==> config.mk <==
export PLATFORM = sky130hd
export DESIGN_NAME = calibrated_moving_average
export DESIGN_NICKNAME = d
export VERILOG_FILES = /design/src/rtl/cma_pkg.sv /design/src/rtl/cma_front.sv /design/src/rtl/cma_queue.sv /design/src/rtl/cma_back.sv /design/src/rtl/calibrated_moving_average.sv
export SDC_FILE = /design/constraint.sdc
export NUM_CORES = 2
export LEC_CHECK = 0
export BUFFER_PORTS_ARGS = -buffer_cell sky130_fd_sc_hd__buf_2
export CAP_MARGIN = 20
export CORE_ASPECT_RATIO = 1.25
export CORE_MARGIN = 2
export CORE_UTILIZATION = 29
export DETAILED_ROUTE_END_ITERATION = 12
export SLEW_MARGIN = 20
export SYNTH_ARGS = -nofsm -noshare
export SYNTH_HDL_FRONTEND = slang
export SYNTH_SLANG_ARGS = --single-unit
==> constraint.sdc <==
create_clock -name clk_i -period 8.8 [get_ports clk_i]
set_input_delay 1.76 -clock clk_i [delete_from_list [all_inputs] [get_ports clk_i]]
set_output_delay 1.76 -clock clk_i [all_outputs]
set_load 0.02 [all_outputs]
==> src/rtl/cma_pkg.sv <==
// shared types and constants of the calibrated moving average
package cma_pkg;

  localparam int OFFSET_W    = 17;
  localparam int SCALE_W     = 24;
  localparam int WIN_W       = 5;
  localparam int OUT_W       = 25;
  localparam int CFG_DATA_W  = 24;
  localparam int CFG_IDX_W   = 2;
  localparam int RAW_SHIFT   = 4;
  localparam int FRAC_SHIFT  = 16;
  localparam int SUM_W       = OUT_W + WIN_W;
  localparam int DIV_RADIX_B = 2;
  localparam int DIV_STEPS   = SUM_W / DIV_RADIX_B;
  localparam int STEP_W      = $clog2(DIV_STEPS);
  localparam int QUEUE_DEPTH = 2;

  typedef enum logic [CFG_IDX_W-1:0] {
    CFG_OFFSET = 2'd0,
    CFG_SCALE  = 2'd1,
    CFG_WINDOW = 2'd2
  } cfg_idx_e;

  typedef struct packed {
    logic signed [OFFSET_W-1:0] offset;
    logic signed [SCALE_W-1:0]  scale;
    logic        [WIN_W-1:0]    window;
  } cfg_t;

endpackage

==> src/rtl/cma_front.sv <==
// front end: accepts raw samples and applies offset and gain calibration
module cma_front #(
  parameter int SAMPLE_BITS = 12
) (
  input  logic                                       clk_i,
  input  logic                                       rst_ni,
  input  logic                                       in_valid_i,
  output logic                                       in_ready_o,
  input  logic [SAMPLE_BITS-1:0]                     raw_sample_i,
  input  logic signed [cma_pkg::OFFSET_W-1:0]        offset_i,
  input  logic signed [cma_pkg::SCALE_W-1:0]         scale_i,
  input  logic                                       q_full_i,
  output logic                                       q_push_o,
  output logic signed [cma_pkg::OUT_W-1:0]           q_data_o
);

  localparam int RAW_W = SAMPLE_BITS + cma_pkg::RAW_SHIFT;
  localparam int DW    = ((RAW_W > cma_pkg::OFFSET_W - 1) ? RAW_W : cma_pkg::OFFSET_W - 1) + 2;
  localparam int PM    = DW + cma_pkg::SCALE_W;
  localparam int SHW   = PM - cma_pkg::FRAC_SHIFT;
  localparam int HIW   = SHW - cma_pkg::OUT_W + 1;

  logic                 p1_v_q, p1_v_d, p2_v_q, p2_v_d;
  logic signed [DW-1:0] diff_q, diff_d;
  logic signed [PM-1:0] prod_q, prod_d;
  logic                 adv1, adv2, accept;
  logic signed [SHW-1:0] shifted;
  logic [HIW-1:0]       hi_bits;

  assign adv2       = p2_v_q & ~q_full_i;
  assign adv1       = p1_v_q & (~p2_v_q | adv2);
  assign in_ready_o = ~p1_v_q | adv1;
  assign accept     = in_valid_i & in_ready_o;

  assign p1_v_d = accept | (p1_v_q & ~adv1);
  assign p2_v_d = adv1 | (p2_v_q & ~adv2);

  // raw counts scaled to Q.4 minus the offset
  assign diff_d = DW'($signed({1'b0, raw_sample_i, {cma_pkg::RAW_SHIFT{1'b0}}}))
                  - DW'(offset_i);
  assign prod_d = PM'(diff_q) * PM'(scale_i);

  // arithmetic shift drops the gain fraction, then saturate to the output range
  assign shifted = prod_q[PM-1:cma_pkg::FRAC_SHIFT];
  assign hi_bits = shifted[SHW-1:cma_pkg::OUT_W-1];

  always_comb begin
    if ((hi_bits == '0) || (hi_bits == '1)) begin
      q_data_o = shifted[cma_pkg::OUT_W-1:0];
    end else if (shifted[SHW-1]) begin
      q_data_o = {1'b1, {(cma_pkg::OUT_W-1){1'b0}}};
    end else begin
      q_data_o = {1'b0, {(cma_pkg::OUT_W-1){1'b1}}};
    end
  end

  assign q_push_o = adv2;

  always_ff @(posedge clk_i or negedge rst_ni) begin
    if (!rst_ni) begin
      p1_v_q <= 1'b0;
      p2_v_q <= 1'b0;
    end else begin
      p1_v_q <= p1_v_d;
      p2_v_q <= p2_v_d;
    end
  end

  always_ff @(posedge clk_i) begin
    if (accept) begin
      diff_q <= diff_d;
    end
    if (adv1) begin
      prod_q <= prod_d;
    end
  end

endmodule

==> src/rtl/cma_queue.sv <==
// short queue of calibrated values between front and back
module cma_queue (
  input  logic                              clk_i,
  input  logic                              rst_ni,
  input  logic                              push_i,
  input  logic signed [cma_pkg::OUT_W-1:0]  data_i,
  output logic                              full_o,
  input  logic                              pop_i,
  output logic                              empty_o,
  output logic signed [cma_pkg::OUT_W-1:0]  data_o
);

  localparam int PTR_W = (cma_pkg::QUEUE_DEPTH > 1) ? $clog2(cma_pkg::QUEUE_DEPTH) : 1;
  localparam int CNT_W = $clog2(cma_pkg::QUEUE_DEPTH + 1);

  logic signed [cma_pkg::OUT_W-1:0] slot_q [cma_pkg::QUEUE_DEPTH];
  logic [PTR_W-1:0] wr_ptr_q, wr_ptr_d, rd_ptr_q, rd_ptr_d;
  logic [CNT_W-1:0] cnt_q, cnt_d;

  assign full_o  = (cnt_q == CNT_W'(cma_pkg::QUEUE_DEPTH));
  assign empty_o = (cnt_q == '0);
  assign data_o  = slot_q[rd_ptr_q];

  always_comb begin
    wr_ptr_d = wr_ptr_q;
    rd_ptr_d = rd_ptr_q;
    cnt_d    = cnt_q;
    if (push_i) begin
      wr_ptr_d = (wr_ptr_q == PTR_W'(cma_pkg::QUEUE_DEPTH - 1)) ? '0 : wr_ptr_q + 1'b1;
    end
    if (pop_i) begin
      rd_ptr_d = (rd_ptr_q == PTR_W'(cma_pkg::QUEUE_DEPTH - 1)) ? '0 : rd_ptr_q + 1'b1;
    end
    if (push_i && !pop_i) begin
      cnt_d = cnt_q + 1'b1;
    end else if (pop_i && !push_i) begin
      cnt_d = cnt_q - 1'b1;
    end
  end

  always_ff @(posedge clk_i or negedge rst_ni) begin
    if (!rst_ni) begin
      wr_ptr_q <= '0;
      rd_ptr_q <= '0;
      cnt_q    <= '0;
    end else begin
      wr_ptr_q <= wr_ptr_d;
      rd_ptr_q <= rd_ptr_d;
      cnt_q    <= cnt_d;
    end
  end

  always_ff @(posedge clk_i) begin
    if (push_i) begin
      slot_q[wr_ptr_q] <= data_i;
    end
  end

endmodule

==> src/rtl/cma_back.sv <==
// back end: sample ring, summing walk, radix-4 divider and result register
module cma_back #(
  parameter int WINDOW_MAX = 16
) (
  input  logic                              clk_i,
  input  logic                              rst_ni,
  input  logic [cma_pkg::WIN_W-1:0]         window_i,
  input  logic                              win_clr_i,
  input  logic                              q_empty_i,
  input  logic signed [cma_pkg::OUT_W-1:0]  q_data_i,
  output logic                              q_pop_o,
  output logic                              out_valid_o,
  input  logic                              out_ready_i,
  output logic signed [cma_pkg::OUT_W-1:0]  result_o
);

  localparam int AW = $clog2(WINDOW_MAX);
  localparam int IW = (AW + 1 > cma_pkg::WIN_W) ? AW + 1 : cma_pkg::WIN_W;
  localparam int WW = cma_pkg::WIN_W;
  localparam int SW = cma_pkg::SUM_W;
  localparam int OW = cma_pkg::OUT_W;

  typedef enum logic [5:0] {
    ST_IDLE = 6'b000001,
    ST_WALK = 6'b000010,
    ST_PREP = 6'b000100,
    ST_DIV  = 6'b001000,
    ST_FIN  = 6'b010000,
    ST_OUT  = 6'b100000
  } state_e;

  state_e state_q, state_d;
  logic [AW-1:0]  pos_q, pos_d;
  logic [WW-1:0]  cnt_q, cnt_d;
  logic [IW-1:0]  issue_q, issue_d;
  logic           rd_v_q, rd_v_d;
  logic [cma_pkg::STEP_W-1:0] step_q, step_d;

  logic signed [SW-1:0] sum_q, sum_d;
  logic                 neg_q, neg_d;
  logic [SW-1:0]        dq_q, dq_d;
  logic [WW-1:0]        rem_q, rem_d;
  logic signed [OW-1:0] res_q, res_d;

  logic signed [OW-1:0] ring_mem [WINDOW_MAX];
  logic signed [OW-1:0] rdata_q;

  logic           ring_we, issue_go, multi;
  logic [IW-1:0]  pos_inc;
  logic [SW-1:0]  div_dq;
  logic [WW-1:0]  div_rem;
  logic [WW:0]    trial;

  assign multi    = (window_i > WW'(1));
  assign q_pop_o  = (state_q == ST_IDLE) && !q_empty_i;
  assign ring_we  = q_pop_o && multi;
  assign issue_go = (state_q == ST_WALK) && (issue_q < IW'(cnt_q));
  assign pos_inc  = IW'(pos_q) + IW'(1);

  assign out_valid_o = (state_q == ST_OUT);
  assign result_o    = res_q;

  // two restoring division steps per cycle, dividend shifts out as quotient shifts in
  always_comb begin
    div_dq  = dq_q;
    div_rem = rem_q;
    trial   = '0;
    for (int b = 0; b < cma_pkg::DIV_RADIX_B; b++) begin
      trial  = {div_rem, div_dq[SW-1]};
      div_dq = {div_dq[SW-2:0], 1'b0};
      if (trial >= {1'b0, cnt_q}) begin
        div_rem   = WW'(trial - {1'b0, cnt_q});
        div_dq[0] = 1'b1;
      end else begin
        div_rem = trial[WW-1:0];
      end
    end
  end

  always_comb begin
    state_d = state_q;
    pos_d   = pos_q;
    cnt_d   = cnt_q;
    issue_d = issue_q;
    rd_v_d  = issue_go;
    step_d  = step_q;
    sum_d   = sum_q;
    neg_d   = neg_q;
    dq_d    = dq_q;
    rem_d   = rem_q;
    res_d   = res_q;
    unique case (state_q)
      ST_IDLE: begin
        if (!q_empty_i) begin
          if (multi) begin
            pos_d   = (pos_inc == IW'(window_i)) ? '0 : pos_inc[AW-1:0];
            cnt_d   = (cnt_q < window_i) ? cnt_q + 1'b1 : cnt_q;
            issue_d = '0;
            sum_d   = '0;
            state_d = ST_WALK;
          end else begin
            res_d   = q_data_i;
            state_d = ST_OUT;
          end
        end
      end
      ST_WALK: begin
        if (issue_go) begin
          issue_d = issue_q + 1'b1;
        end
        if (rd_v_q) begin
          sum_d = sum_q + SW'(rdata_q);
          if (!issue_go) begin
            state_d = ST_PREP;
          end
        end
      end
      ST_PREP: begin
        neg_d   = sum_q[SW-1];
        dq_d    = sum_q[SW-1] ? SW'(-sum_q) : SW'(sum_q);
        rem_d   = '0;
        step_d  = '0;
        state_d = ST_DIV;
      end
      ST_DIV: begin
        dq_d   = div_dq;
        rem_d  = div_rem;
        step_d = step_q + 1'b1;
        if (step_q == cma_pkg::STEP_W'(cma_pkg::DIV_STEPS - 1)) begin
          state_d = ST_FIN;
        end
      end
      ST_FIN: begin
        res_d   = neg_q ? -OW'(dq_q) : OW'(dq_q);
        state_d = ST_OUT;
      end
      ST_OUT: begin
        if (out_ready_i) begin
          state_d = ST_IDLE;
        end
      end
      default: begin
        state_d = ST_IDLE;
      end
    endcase
    // window change restarts the ring
    if (win_clr_i) begin
      pos_d = '0;
      cnt_d = '0;
    end
  end

  always_ff @(posedge clk_i or negedge rst_ni) begin
    if (!rst_ni) begin
      state_q <= ST_IDLE;
      pos_q   <= '0;
      cnt_q   <= '0;
      issue_q <= '0;
      rd_v_q  <= 1'b0;
      step_q  <= '0;
    end else begin
      state_q <= state_d;
      pos_q   <= pos_d;
      cnt_q   <= cnt_d;
      issue_q <= issue_d;
      rd_v_q  <= rd_v_d;
      step_q  <= step_d;
    end
  end

  always_ff @(posedge clk_i) begin
    sum_q <= sum_d;
    neg_q <= neg_d;
    dq_q  <= dq_d;
    rem_q <= rem_d;
    res_q <= res_d;
  end

  always_ff @(posedge clk_i) begin
    if (ring_we) begin
      ring_mem[pos_q] <= q_data_i;
    end
    rdata_q <= ring_mem[issue_q[AW-1:0]];
  end

endmodule

==> src/rtl/calibrated_moving_average.sv <==
// top level of the calibrated moving average
// Usage: one raw converter sample per item on the input channel
// (in_valid_i/in_ready_o), one smoothed value per item on the output channel
// (out_valid_o/out_ready_i). Offset, scale and window are set through the
// write port (cfg_we_i, cfg_idx_i, cfg_data_i) while no item is in flight;
// a window write clamps to 1..WINDOW_MAX (at most 31) and restarts the average.
// The front end calibrates in two stages (subtract, then multiply) and
// feeds a two-entry queue; the back end runs one item at a time.
// Window of one: the back end passes the queue head straight to the result
// register and takes no new item until that result is taken. Larger windows:
// the back end sums the filled part of the ring (summing walk of one ring read
// per cycle), then runs 15 radix-4 divider steps before the result is shown.
// Reset clears offset to 0, scale to 1.0, window to 1 and empties the
// ring, queue and pipeline; ring contents stay unset until written.
// A stalled receiver holds the result register; the queue and the front
// end keep taking items until they fill, then in_ready_o drops.
module calibrated_moving_average #(
  parameter int WINDOW_MAX  = 16,
  parameter int SAMPLE_BITS = 12
) (
  input  logic                                   clk_i,
  input  logic                                   rst_ni,
  input  logic                                   cfg_we_i,
  input  logic [cma_pkg::CFG_IDX_W-1:0]          cfg_idx_i,
  input  logic [cma_pkg::CFG_DATA_W-1:0]         cfg_data_i,
  input  logic                                   in_valid_i,
  output logic                                   in_ready_o,
  input  logic [SAMPLE_BITS-1:0]                 raw_sample_i,
  output logic                                   out_valid_o,
  input  logic                                   out_ready_i,
  output logic signed [cma_pkg::OUT_W-1:0]       smoothed_value_o
);

  localparam int WIN_CAP = (WINDOW_MAX > (2 ** cma_pkg::WIN_W) - 1) ?
                           (2 ** cma_pkg::WIN_W) - 1 : WINDOW_MAX;

  cma_pkg::cfg_t cfg_q, cfg_d;
  logic [cma_pkg::WIN_W-1:0] win_raw, win_clamped;
  logic win_clr;

  logic q_push, q_full, q_pop, q_empty;
  logic signed [cma_pkg::OUT_W-1:0] q_wdata, q_rdata;

  assign win_raw = cfg_data_i[cma_pkg::WIN_W-1:0];

  always_comb begin
    if (win_raw == '0) begin
      win_clamped = cma_pkg::WIN_W'(1);
    end else if (int'(win_raw) > WIN_CAP) begin
      win_clamped = cma_pkg::WIN_W'(WIN_CAP);
    end else begin
      win_clamped = win_raw;
    end
  end

  always_comb begin
    cfg_d   = cfg_q;
    win_clr = 1'b0;
    if (cfg_we_i) begin
      unique case (cma_pkg::cfg_idx_e'(cfg_idx_i))
        cma_pkg::CFG_OFFSET: cfg_d.offset = cfg_data_i[cma_pkg::OFFSET_W-1:0];
        cma_pkg::CFG_SCALE:  cfg_d.scale  = cfg_data_i[cma_pkg::SCALE_W-1:0];
        cma_pkg::CFG_WINDOW: begin
          cfg_d.window = win_clamped;
          win_clr      = 1'b1;
        end
        default: begin
          cfg_d = cfg_q;
        end
      endcase
    end
  end

  always_ff @(posedge clk_i or negedge rst_ni) begin
    if (!rst_ni) begin
      cfg_q.offset <= '0;
      cfg_q.scale  <= cma_pkg::SCALE_W'(65536);
      cfg_q.window <= cma_pkg::WIN_W'(1);
    end else begin
      cfg_q <= cfg_d;
    end
  end

  cma_front #(
    .SAMPLE_BITS(SAMPLE_BITS)
  ) u_front (
    .clk_i       (clk_i),
    .rst_ni      (rst_ni),
    .in_valid_i  (in_valid_i),
    .in_ready_o  (in_ready_o),
    .raw_sample_i(raw_sample_i),
    .offset_i    (cfg_q.offset),
    .scale_i     (cfg_q.scale),
    .q_full_i    (q_full),
    .q_push_o    (q_push),
    .q_data_o    (q_wdata)
  );

  cma_queue u_queue (
    .clk_i  (clk_i),
    .rst_ni (rst_ni),
    .push_i (q_push),
    .data_i (q_wdata),
    .full_o (q_full),
    .pop_i  (q_pop),
    .empty_o(q_empty),
    .data_o (q_rdata)
  );

  cma_back #(
    .WINDOW_MAX(WINDOW_MAX)
  ) u_back (
    .clk_i      (clk_i),
    .rst_ni     (rst_ni),
    .window_i   (cfg_q.window),
    .win_clr_i  (win_clr),
    .q_empty_i  (q_empty),
    .q_data_i   (q_rdata),
    .q_pop_o    (q_pop),
    .out_valid_o(out_valid_o),
    .out_ready_i(out_ready_i),
    .result_o   (smoothed_value_o)
  );

  // front end never pushes into a full queue
  a_no_overflow: assert property (@(posedge clk_i) disable iff (!rst_ni)
    q_push |-> !q_full)
    else $error("queue push while full");

  // back end never pops an empty queue
  a_no_underflow: assert property (@(posedge clk_i) disable iff (!rst_ni)
    q_pop |-> !q_empty)
    else $error("queue pop while empty");

  // input side only closes after taking an item
  a_ready_drop: assert property (@(posedge clk_i) disable iff (!rst_ni)
    $fell(in_ready_o) |-> $past(in_valid_i))
    else $error("in_ready_o dropped without an accepted item");

endmodule

==> impl_metrics.json <==
{
  "status": "finished clean",
  "clockBufferDepth": 3,
  "clk_pin_slew_ns": 0.06,
  "r2r_cells": 21,
  "dieArea_um2": 156800,
  "die_y_um": 442.2,
  "portBuffers": 69,
  "cts_tree": "yes",
  "detail_route.vias_per_cell": 4.637,
  "grt_pass1_vias": 27560,
  "routabilityCongestion": 0.8464,
  "crit_path_end_kind": "register",
  "fill_cells": 14960,
  "hold_path_end": "u_front.p2_v_q$_DFF_PN0_",
  "final_max_slew_viol_count": 0,
  "wirelength_mm": 101.5,
  "reg2reg_from": "u_front.diff_q[3]$_DFFE_PP_",
  "core_um2": 152300,
  "clock_sinks": 687,
  "wl_per_cell_um": 17.97,
  "num_io_pins": 70,
  "max_freq_ghz": 0.1415,
  "grt_first_pass_wirelength_mm": 158.1,
  "dp_hpwl_mm": 73.57,
  "path_max_fanout": 24,
  "min_path_type": "register to register",
  "clk_latency_ns": 0.66,
  "antenna_found_initial": 7,
  "hold_violations": 0,
  "htree_levels": 3,
  "tightest_slew_ns": 1.113,
  "slew_headroom": 0.2578,
  "critPathArrivalTime_ns": 7.43,
  "rows": 160,
  "die_w_um": 354.5,
  "synth.distinct_cells": 72,
  "startpoint_type": "register",
  "cap_violations": 0,
  "cts-resized-gates": 0,
  "synth_ff_type": "edfxtp_1",
  "globalRouteOverflowTotal": 0,
  "worstPathRequired_ns": 9.16,
  "dr.pass1.iters": 7,
  "rsz0062_at_grt": "no",
  "seq_area_frac_synth": 0.4490,
  "grt_max_degree": 58,
  "drc": 0,
  "setup_tns_ns": 0,
  "netlist_area_um2": 44540,
  "root_buffer": "clkbuf_16",
  "async_reset_ff_frac": 0.1121,
  "clock_skew_ns": 0.03616,
  "drt_iter0_drc": 1718,
  "seqCellArea_um2": 20010,
  "fin_crit_sh": 0.8030,
  "synth_seq_cells": 687,
  "track_usage": 0.1299,
  "hp-start": "u_front.p1_v_q$_DFF_PN0_",
  "syn-mean-instance-area_um2": 12.68,
  "setup.worst_path.class": "register to register",
  "numCtsBuffers": 77,
  "multi_input_area_um2": 22020,
  "post_cts_buffers": 0,
  "layout-drive-gt1-share": 0.1303,
  "area_growth_syn_to_layout_pct": 11.98,
  "synth-warning-count": 0,
  "syn_inst": 3513,
  "min_period_ns": 7.067,
  "num_vias": 26190,
  "nets": 4202,
  "start_util": 0.2924,
  "synthesis.nets": 4156,
  "hold_buffers": 0,
  "synth_edf_count": 585,
  "finalSetupViolCount": 0,
  "ant_nets": 0,
  "ff2ff_setup_slack_ns": 1.73,
  "min_path_cells": 1,
  "r2r-end": "u_front.prod_q[35]$_DFFE_PP_"
}
==> routing by layer <==
layer | part of all wire | GRT usage | routed length [µm]
met5 | 0 | 0 | 0
met4 | 0.031 | 0.04829 | 3176
met3 | 0.043 | 0.01670 | 4392
met2 | 0.52 | 0.2312 | 52800
met1 | 0.41 | 0.1597 | 41140
==> stage by stage <==
stage / area, µm² / setup slack [ns] / util / std cells / hold WS (ns)
after CTS: 49860 / 1.697 / 0.3273 / 5647 / 0.4821
after global routing: 49880 / 1.303 / 0.3274 / 5648 / 0.5221
after detailed placement: 47330 / 1.754 / 0.3107 / 5504 / 0.4714
after global placement: 47330 / 1.849 / 0.3107 / 5504 / 0.4631
after floorplan: 44540 / 2.572 / - / 3513 / 0.4489
final: 49880 / 1.733 / 0.3274 / 5649 / 0.4788
==> cell usage in the layout (no fill, tap or decap), types with 22 or more instances in the layout <==
cell	count
a21o_1	55
a21oi_1	73
and2_1	161
buf_2	68
buf_4	49
clkbuf_1	22
clkbuf_16	77
dfrtp_1	70
dfxtp_1	25
edfxtp_1	585
fa_1	427
ha_1	173
inv_1	549
mux2_2	73
mux4_2	125
nand2_1	369
nor2_1	108
nor2b_1	30
o21ai_0	117
xnor2_1	81
xor2_1	54
==> how the worst max path moves through the flow <==
stage                                            from  cells past startpoint                            to
after floorplan                 cfg_q[21]$_DFFE_PN1P_                     21  u_front.prod_q[41]$_DFFE_PP_
after global placement    u_front.diff_q[0]$_DFFE_PP_                     19  u_front.prod_q[38]$_DFFE_PP_
after detailed placement  u_front.diff_q[0]$_DFFE_PP_                     19  u_front.prod_q[38]$_DFFE_PP_
after CTS                 u_front.diff_q[0]$_DFFE_PP_                     19  u_front.prod_q[38]$_DFFE_PP_
after global routing      u_front.diff_q[3]$_DFFE_PP_                     21  u_front.prod_q[41]$_DFFE_PP_
final                     u_front.diff_q[3]$_DFFE_PP_                     21  u_front.prod_q[35]$_DFFE_PP_
==> synth_stat cells (all sizes together), types with 4 or more instances <==
cell,n,share of area
mux4,125,0.063
o21a,11,0.0019
nor3,25,0.0028
nor3b,9,0.0015
nand4,12,0.0017
nand2b,22,0.0033
o2111ai,4,0.00079
dfxtp,25,0.011
mux2,73,0.018
a221oi,5,0.00098
inv,549,0.046
buf,9,0.00076
and3,14,0.0020
or2,9,0.0013
nand2,369,0.031
xor2,54,0.011
a2111oi,6,0.0012
xnor2,81,0.016
o21bai,5,0.00084
a211oi,15,0.0028
o211ai,4,0.00067
nor2,114,0.0096
mux2i,4,0.00090
clkbuf,142,0.012
nor2b,30,0.0042
o21ai,118,0.013
nand3b,11,0.0019
nand3,14,0.0016
or4,12,0.0022
ha,173,0.049
a21oi,73,0.0082
o31ai,18,0.0031
or3,9,0.0015
edfxtp,585,0.39
o41ai,13,0.0030
dfrtp,74,0.042
fa,427,0.19
a31oi,7,0.00098
and2,161,0.023
nor4,8,0.0011
a21o,55,0.0093
==> layout make-up <==
class                   count  share of cell area
inverters                 549             0.04131
repair buffers            118             0.01450
clock buffers             102             0.04111
multi-input cells        2126              0.4415
well taps                2025             0.05080
diodes                      1          0.00005017
flip-flops and latches    687              0.4011
clock inverters            41            0.009657
==> worst max-delay path, stage by stage (launching register included) <==
cell and delay (ns):
edfxtp_1 0.89, nand2_1 0.21, inv_1 0.18, fa_1 0.51, inv_1 0.18, fa_1 0.45
fa_1 0.51, inv_1 0.06, fa_1 0.55, fa_1 0.50, inv_1 0.05, fa_1 0.48
inv_1 0.05, ha_1 0.20, a2111oi_0 0.46, o21ai_0 0.16, o21a_1 0.16, nor3_1 0.21
a21oi_1 0.20, a21oi_1 0.33, o21ai_0 0.24, xor2_1 0.19
==> logic make-up (layout without fill, tap and decap cells) <==
family	Yosys count	in the layout	share of synthesized area
other	0	1	0
AND/OR/NAND/NOR	829	829	0.09028
AO/OA/AOI/OAI	360	360	0.05216
flip-flops	687	687	0.4490
XOR/XNOR	135	135	0.02654
buffers and inverters	700	810	0.05899
multiplexers	202	202	0.08256
adder cells (fa/ha/maj)	600	600	0.2405
==> state kept, by name, indices dropped and copies added, names as in the netlist, 6 cells and up <==
register         cells
u_back.state_q       6
u_back.ring_mem    400
u_queue.slot_q      50
u_back.sum_q        30
u_front.prod_q      26
cfg_q               46
u_back.dq_q         30
u_back.result_o     25
u_front.diff_q      18
u_back.rdata_q      25
Power is not shown: default switching activity piles up to over one toggle a cycle in this logic, so the estimate is an artifact.
